===== config.mk =====
export PLATFORM = sky130hd
export DESIGN_NAME = fpcd_stencil
export DESIGN_NICKNAME = d
export VERILOG_FILES = /design/src/rtl/core/fpcd_pkg.sv /design/src/rtl/core/fpcd_stencil.sv
export SDC_FILE = /design/constraint.sdc
export NUM_CORES = 2
export LEC_CHECK = 0
export BUFFER_PORTS_ARGS = -buffer_cell sky130_fd_sc_hd__buf_2
export CAP_MARGIN = 15
export CORE_MARGIN = 2
export CORE_UTILIZATION = 40
export CTS_CLUSTER_DIAMETER = 80
export DETAILED_ROUTE_END_ITERATION = 6
export GPL_ROUTABILITY_DRIVEN = 0
export PLACE_DENSITY_LB_ADDON = 0.08
export SLEW_MARGIN = 20
export SYNTH_ARGS = -nofsm -noshare
export SYNTH_HDL_FRONTEND = slang
export SYNTH_SLANG_ARGS = --single-unit

===== constraint.sdc =====
create_clock -name clk_i -period 15.7 [get_ports clk_i]
set_input_delay 3.14 -clock clk_i [delete_from_list [all_inputs] [get_ports clk_i]]
set_output_delay 3.14 -clock clk_i [all_outputs]
set_load 0.05 [all_outputs]

===== src/rtl/core/fpcd_pkg.sv =====
// Shared constants, types and coefficient tables of the five-point difference block.
`timescale 1ns / 1ps

package fpcd_pkg;

  // Field widths.
  localparam int unsigned SAMPLE_BITS  = 32;
  localparam int unsigned FRAC_BITS    = 16;
  localparam int unsigned DERIV_BITS   = 48;
  localparam int unsigned SCALE_BITS   = 48;
  localparam int unsigned NUM_TAPS     = 5;
  localparam int unsigned NUM_ROWS     = 4;
  localparam int unsigned CFG_IDX_BITS = 3;
  localparam int unsigned COEF_BITS    = 6;

  // Dot product and magnitude widths.
  localparam int unsigned NUM_BITS = SAMPLE_BITS + COEF_BITS;
  localparam int unsigned MAG_BITS = NUM_BITS - 1;

  // The scale is multiplied in two halves.
  localparam int unsigned SCALE_LO_BITS = SCALE_BITS / 2;
  localparam int unsigned SCALE_HI_BITS = SCALE_BITS - SCALE_LO_BITS;
  localparam int unsigned PP_LO_BITS    = MAG_BITS + SCALE_LO_BITS;
  localparam int unsigned PP_HI_BITS    = MAG_BITS + SCALE_HI_BITS;
  localparam int unsigned PROD_BITS     = MAG_BITS + SCALE_BITS + 1;

  // Division by three through a reciprocal. It is exact for every dividend below
  // 2^QIN_BITS because QIN_BITS is odd and the reciprocal is (2^QIN_BITS + 1) / 3.
  localparam int unsigned QIN_BITS      = DERIV_BITS + 1;
  localparam int unsigned RECIP_BITS    = QIN_BITS - 1;
  localparam int unsigned QIN_LO_BITS   = (QIN_BITS + 1) / 2;
  localparam int unsigned QIN_HI_BITS   = QIN_BITS - QIN_LO_BITS;
  localparam int unsigned RECIP_LO_BITS = RECIP_BITS / 2;
  localparam int unsigned RECIP_HI_BITS = RECIP_BITS - RECIP_LO_BITS;
  localparam int unsigned PLL_BITS      = QIN_LO_BITS + RECIP_LO_BITS;
  localparam int unsigned PLH_BITS      = QIN_LO_BITS + RECIP_HI_BITS;
  localparam int unsigned PHL_BITS      = QIN_HI_BITS + RECIP_LO_BITS;
  localparam int unsigned PHH_BITS      = QIN_HI_BITS + RECIP_HI_BITS;
  localparam int unsigned QPROD_BITS    = QIN_BITS + RECIP_BITS;

  localparam logic [RECIP_BITS-1:0] RECIP_THIRD =
    RECIP_BITS'(((128'd1 << QIN_BITS) + 128'd1) / 128'd3);

  // Scale value 1.0 after reset.
  localparam logic [SCALE_BITS-1:0] SCALE_ONE = SCALE_BITS'(1) << FRAC_BITS;

  // Clipping bounds, as magnitudes and as output patterns.
  localparam logic [DERIV_BITS-1:0] LIMIT_POS = (DERIV_BITS'(1) << (DERIV_BITS - 1)) - 1'b1;
  localparam logic [DERIV_BITS-1:0] LIMIT_NEG = DERIV_BITS'(1) << (DERIV_BITS - 1);

  // Derivative rows; the row code is also the index of its scale register.
  typedef enum logic [1:0] {
    ROW_FIRST  = 2'd0,
    ROW_SECOND = 2'd1,
    ROW_THIRD  = 2'd2,
    ROW_FOURTH = 2'd3
  } row_e;

  // Configuration register indexes.
  localparam logic [CFG_IDX_BITS-1:0] REG_SCALE_FIRST  = CFG_IDX_BITS'(0);
  localparam logic [CFG_IDX_BITS-1:0] REG_SCALE_SECOND = CFG_IDX_BITS'(1);
  localparam logic [CFG_IDX_BITS-1:0] REG_SCALE_THIRD  = CFG_IDX_BITS'(2);
  localparam logic [CFG_IDX_BITS-1:0] REG_SCALE_FOURTH = CFG_IDX_BITS'(3);

  // Stencil weights, taps ordered from two left to two right.
  localparam logic signed [COEF_BITS-1:0] COEF [NUM_ROWS][NUM_TAPS] = '{
    '{ 6'sd1,  -6'sd8,   6'sd0,  6'sd8,  -6'sd1},
    '{-6'sd1,   6'sd16, -6'sd30, 6'sd16, -6'sd1},
    '{-6'sd1,   6'sd2,   6'sd0, -6'sd2,   6'sd1},
    '{ 6'sd1,  -6'sd4,   6'sd6, -6'sd4,   6'sd1}
  };

  // Row denominators: the power-of-two part becomes a shift, and rows in
  // THIRD_ROWS also divide by three.
  localparam int unsigned ROW_DEN     [NUM_ROWS] = '{12, 12, 2, 1};
  localparam int unsigned ROUND_SHIFT [NUM_ROWS] = '{FRAC_BITS + 2, FRAC_BITS + 2,
                                                     FRAC_BITS + 1, FRAC_BITS};
  localparam logic [NUM_ROWS-1:0] THIRD_ROWS = 4'b0011;

  // Pipeline stages.
  localparam int unsigned NUM_STAGES = 7;
  localparam int unsigned ST_NUM = 0;
  localparam int unsigned ST_MAG = 1;
  localparam int unsigned ST_PP  = 2;
  localparam int unsigned ST_RND = 3;
  localparam int unsigned ST_QPP = 4;
  localparam int unsigned ST_QUO = 5;
  localparam int unsigned ST_OUT = 6;

  typedef struct packed {
    logic [NUM_STAGES-1:0] en;
  } pipe_ctrl_t;

  // Half of the full divisor, added before truncation to round to nearest.
  function automatic logic [PROD_BITS-1:0] round_half(row_e row);
    return (PROD_BITS'(ROW_DEN[row]) << FRAC_BITS) >> 1;
  endfunction

endpackage


===== src/rtl/core/fpcd_stencil.sv =====
// Stencil dot products and their sign and magnitude, two register stages.
`timescale 1ns / 1ps

module fpcd_stencil (
  input  logic                                   clk_i,
  input  fpcd_pkg::pipe_ctrl_t                   ctrl_i,
  input  logic signed [fpcd_pkg::SAMPLE_BITS-1:0] sample_i [fpcd_pkg::NUM_TAPS],
  output logic        [fpcd_pkg::MAG_BITS-1:0]    mag_o    [fpcd_pkg::NUM_ROWS],
  output logic        [fpcd_pkg::NUM_ROWS-1:0]    neg_o
);

  logic signed [fpcd_pkg::NUM_BITS-1:0] num_d [fpcd_pkg::NUM_ROWS];
  logic signed [fpcd_pkg::NUM_BITS-1:0] num_q [fpcd_pkg::NUM_ROWS];
  logic signed [fpcd_pkg::NUM_BITS-1:0] abs_d [fpcd_pkg::NUM_ROWS];
  logic        [fpcd_pkg::MAG_BITS-1:0] mag_q [fpcd_pkg::NUM_ROWS];
  logic        [fpcd_pkg::NUM_ROWS-1:0] neg_d;
  logic        [fpcd_pkg::NUM_ROWS-1:0] neg_q;

  // Weights are small constants, so each term is a few shifted adds.
  always_comb begin
    for (int r = 0; r < fpcd_pkg::NUM_ROWS; r++) begin
      num_d[r] = '0;
      for (int t = 0; t < fpcd_pkg::NUM_TAPS; t++) begin
        num_d[r] = num_d[r] + fpcd_pkg::NUM_BITS'(sample_i[t])
                            * fpcd_pkg::NUM_BITS'(fpcd_pkg::COEF[r][t]);
      end
    end
  end

  always_comb begin
    for (int r = 0; r < fpcd_pkg::NUM_ROWS; r++) begin
      neg_d[r] = num_q[r][fpcd_pkg::NUM_BITS-1];
      abs_d[r] = neg_d[r] ? -num_q[r] : num_q[r];
    end
  end

  always_ff @(posedge clk_i) begin
    if (ctrl_i.en[fpcd_pkg::ST_NUM]) begin
      num_q <= num_d;
    end
    if (ctrl_i.en[fpcd_pkg::ST_MAG]) begin
      neg_q <= neg_d;
      for (int r = 0; r < fpcd_pkg::NUM_ROWS; r++) begin
        mag_q[r] <= abs_d[r][fpcd_pkg::MAG_BITS-1:0];
      end
    end
  end

  assign mag_o = mag_q;
  assign neg_o = neg_q;

endmodule


==> Word level (Yosys, flattened, before mapping) <==
Index checks and enable logic that the tools add are counted.
{ "word_totals": {"ff_bits": 304, "latch_bits": 0, "mem_bits_rw": 0, "rom_bits": 0, "inputBits": 168, "elab_cells": 39, "n_memories": 0} }
{ "classes": {"addsub": 24, "multipliers": 2, "n_div": 0, "magnitude_cmp": 0, "n_eq_ne": 0, "shifts": 0, "mux": 4, "bitwise": 0, "reduce_logical": 0} }
{ "op_table": {"columns": ["operator", "count"], "rows": [
  ["38-bit adder", 5],
  ["37-bit two-way mux", 4],
  ["37-bit negation", 4],
  ["38-bit by 36-bit adder with 38-bit output", 3],
  ["32-bit by 38-bit adder with 38-bit output", 2],
  ["38-bit by 32-bit adder with 38-bit output", 2],
  ["32-bit negation with 38-bit output", 2],
  ["32-bit negation with 36-bit output", 2],
  ["38-bit by 33-bit adder with 38-bit output", 1],
  ["38-bit by 35-bit adder with 38-bit output", 1],
  ["32-bit by 5-bit multiplier with 37-bit output, second input constant", 1],
  ["32-bit negation with 37-bit output", 1],
  ["32-bit by 3-bit multiplier with 35-bit output, second input constant", 1],
  ["32-bit negation with 35-bit output", 1]
]} }

==> Depth between registers and ports, before layout <==
{ "logic_depth": {"ltp_word": 5, "depth_mapped": 28, "mapped_depth_nobuf": 28} }

==> Least setup slack after synthesis <==
OpenSTA, ideal clock, no wires.
{ "synth_timing": {"path_type": "input port to flip-flop", "startpoint": "input port sample_i[64] in the netlist's numbering", "endpoint": "register num_q[106] in the netlist's numbering, data pin", "setup_time_ns": 0.260, "t_arrival_ns": 8.896, "t_required_ns": 15.440, "path_slack_ns": 6.544, "stages": 26, "n_path_buf": 0, "cell_sequence": "inv_1 fa_1 ha_1 ha_1 a21o_1 a21oi_1 o211ai_1 a2111oi_0 nor2_1 a21oi_1 o21bai_1 a21o_1 a21oi_1 xor2_1 fa_1 fa_1 inv_1 ha_1 and2_1 a221o_1 nor3_1 a211o_1 a21oi_1 o21a_1 o41a_1 xor2_1"} }
{ "synth_lines": {"columns": ["element", "line", "text"], "rows": [
  ["start: declaration", "fpcd_stencil.sv:7", "input logic signed [fpcd_pkg::SAMPLE_BITS-1:0] sample_i [fpcd_pkg::NUM_TAPS],"],
  ["end signal: assignment", "fpcd_stencil.sv:39", "num_q <= num_d;"],
  ["end: declaration", "fpcd_stencil.sv:13", "logic signed [fpcd_pkg::NUM_BITS-1:0] num_q [fpcd_pkg::NUM_ROWS];"]
]} }

==> metrics.md <==
| Metric | Value |
|---|---|
| Status | complete, no violations |
| Synth Instances | around 3300 |
| Yosys warning count | 0 |
| Endpoints failing setup | 0 |
| Core Area | 0.0834 mm² |
| Die X | 294 µm |
| Worst setup EP type | flop |
| Tot GR Track Use | 22.9% |
| Hold Path Class | flop to flop |
| Vias | 24500 |
| Initial antenna violation count | 47 |
| Max Cap Violations | 0 |
| Clock latency on the worst-skew pair | 580 ps |
| Relative slew margins | 28.0% |
| Setup TNS | 0 ps |
| Yosys top cell area share | 26.6% |
| Top_reg_cell synth | edfxtp_1 |
| RSZ-0062 raised after global routing | false |
| DRC | 0 |
| Wire length per cell | 20.7 µm |
| IO Port Bufs | around 310 |
| Clock skew | between 30 and 40 ps |
| DR vias/cell | between 5 and 6 |
| Critical-path top delay cell | nor4_1 |
| Leading area contributor after synthesis | edfxtp_1 |
| Routed Wire Length | 98.3 mm |
| Synth Net Count | 4131 |
| Crit path max fanout | 6 |
| Synthesized area | 0.0337 mm² |
| Fin. Hold Viols | 0 |
| Hold WS | 554 ps |
| R2R Setup Slk | between 10000 and 15000 ps |
| Final Instance Area | 0.0379 mm² |
| Worst path required time | 16010 ps |
| Fin nets | about 4500 |
| Die area | 0.0865 mm² |
| Most used cell, CP | fa_1 |
| Crit path arrival time | about 10000 ps |
| Clk slew on worst S/H paths | 60 ps |
| Seq/Total Area, Yosys | 26.6% |
| Dpl cells | 4669 |
| TritonCTS buffer count | 39 |
| Num Clock Sinks | 298 |
| Post-layout minimum cycle time | 10070 ps |
| Netlist cell types | 68 |
| CP Cell Sequence | buf_2, or4_1, nor3_1, nand3_1, nor4_1, nand2_1, nor2_1, xnor2_1, fa_1, fa_1, fa_1, inv_1, ha_1, and3_1, a221oi_1, nand2_1, o41ai_1, o211a_1, o311ai_0, a21oi_1, o21bai_1, xor2_1 |
| Top post-synthesis cells by count | inv_1 (561), xnor2_1 (386), fa_1 (356) |
| Iter 0 DRT Violations | 1266 |
| First-pass GRT wire length | 149 mm |
| # fillers | 8094 |
| Critical path class | primary input to flop |
| Main area contributors after synthesis | edfxtp_1 (27%), fa_1 (21%), ha_1 (12%), xnor2_1 (10%), inv_1 (6.3%) |
| Antenna Nets Post-Route | 0 |
| Worst-Margin Slew | about 1100 ps |
| Non-filler instance count after layout | about 4800 |
| # resized after CTS | 0 |
| Post-CTS setup buffers | 0 |
| Ys async rst share | 0% |
| Yosys reg bits | 298 |
| GR Overflow Total | 0 |
| Detailed Place HPWL | 84.8 mm |
| Hold_buf cts | 0 |
| Power Density | 204 mW/mm² |
| Placed Area | 0.0365 mm² |
| Largest net degree at the start of global routing | between 90 and 100 |
| Num rows | 106 |
| Share of cells above drive strength 1 | 11.5% |
| Clock Tree Buf Depth | 3 |
| CP max stage delay | around 870 ps |
| Max VDD drop | 0.000128 V |
| Die height | 294 µm |
| Number of global-route vias before repair | 24700 |
| Fmax | 99.3 MHz |
| Root buffer cell | clkbuf_16 |
| Synth Area per Inst | around 10 µm² |
| Tcrit/Tclk final | 64.2% |
| Io pins | 320 |
| Final Slew Violations | 0 |
| Most common cell in the synthesized netlist | inv_1 |
| Starting Density | 40.3% |
| CTS tree | done |
| Area delta synth->final | 12.7% |
| Drt pass-1 iters | 5 |
| Number of flops mapped to enable cells by yosys | ~300 |
| Crit path launch type | primary input |
| Final core utilization | a little under half |
| H-tree level count | 2 |
| Leak pwr | about 17 nW |
==> layout make-up <==
type | instances | area, µm² | area share [%]
multi-input combinational | 2405 | 22500 | 59.2
sequential | 298 | 8950 | 23.6
inverter | 562 | 2110 | 5.56
timing repair buffer | 324 | 1660 | 4.37
tap | 1080 | 1350 | 3.56
clock buffer | 47 | 1030 | 2.71
clock inverter | 25 | 320 | 0.844
antenna | 19 | 47.5 | 0.125
==> flip-flops by register name, indices dropped and copies added, names as in the netlist <==
name and cells:
neg_o 4, neg_d 4, num_q 145, mag_o 145
==> path summary, 6_finish.rpt <==
kind           startpoint    endpoint  cells after the start
min             num_q[74]   mag_o[73]                      1
max          sample_i[99]   num_q[36]                     22
min reg2reg     num_q[74]   mag_o[73]                      1
max reg2reg    num_q[114]  mag_o[109]                     10
==> where the power goes <==
part | leakage, nW | total [mW] | internal, mW | switching, mW
Sequential | 2.92 | 1.85 | 1.60 | 0.241
Combinational | 13.2 | 4.94 | 1.88 | 3.06
Clock | 0.645 | 0.940 | 0.571 | 0.369
Total | 16.8 | 7.73 | 4.05 | 3.67
==> cell families (layout without fill, tap and decap cells) <==
kind of cell    Yosys count  in the layout  synth area share (%)
flops                   298            298                  26.6
buf+inv                 591            958                  6.63
fa+ha+maj               669            669                  32.8
compound gates          651            651                  12.7
simple gates            637            637                  9.60
xor+xnor                448            448                  11.7
other cells               0             19                     0
==> stage by stage <==
step                      power (mW)  setup WS, ps
after floorplan                 5.50          6540
after global placement          6.80          5040
after detailed placement        6.77          5020
after CTS                       7.80          5600
after global routing            8.39          5180
final                           7.73          5630
==> placed cells by master (no fill, tap or decap), types with 10 or more instances in the layout <==
cell / instances
or3_1: 43
or2_2: 12
a21oi_1: 166
fa_1: 356
edfxtp_1: 298
or4_1: 22
buf_2: 312
nand3_1: 45
a21o_1: 92
nor2_1: 132
ha_1: 313
nor3_1: 72
nand2_1: 159
o21bai_1: 32
o41ai_1: 24
a211oi_1: 17
nor4_1: 29
buf_4: 10
o31ai_1: 53
o21ai_0: 134
and3_1: 16
diode_2: 19
nand4_1: 23
inv_1: 561
xnor2_1: 386
clkbuf_16: 40
nand2b_1: 36
xor2_1: 61
nor2b_1: 14
o21a_1: 39
o211ai_1: 10
==> routing by layer <==
| metal | vias to the layer above | part of all wire (%) | global-route usage (%) |
|---|---|---|---|
| met4 | 44 | 2.0 | 4.95 |
| met3 | 132 | 6.5 | 5.16 |
| li1 | 12000 | - | - |
| met5 | - | 0.25 | 0 |
| met1 | 11800 | 49 | 33.7 |
| met2 | 515 | 42 | 34.4 |
==> critical path, delay by kind of cell <==
kind                     cells  cell delay, ps
buffers and inverters        2             170
AND/OR/NAND/NOR              8            2910
adder cells (fa/ha/maj)      4            1920
AO/OA/AOI/OAI                6            1910
XOR/XNOR                     2             340
No activity file was read; power rests on OpenSTA's default activity.
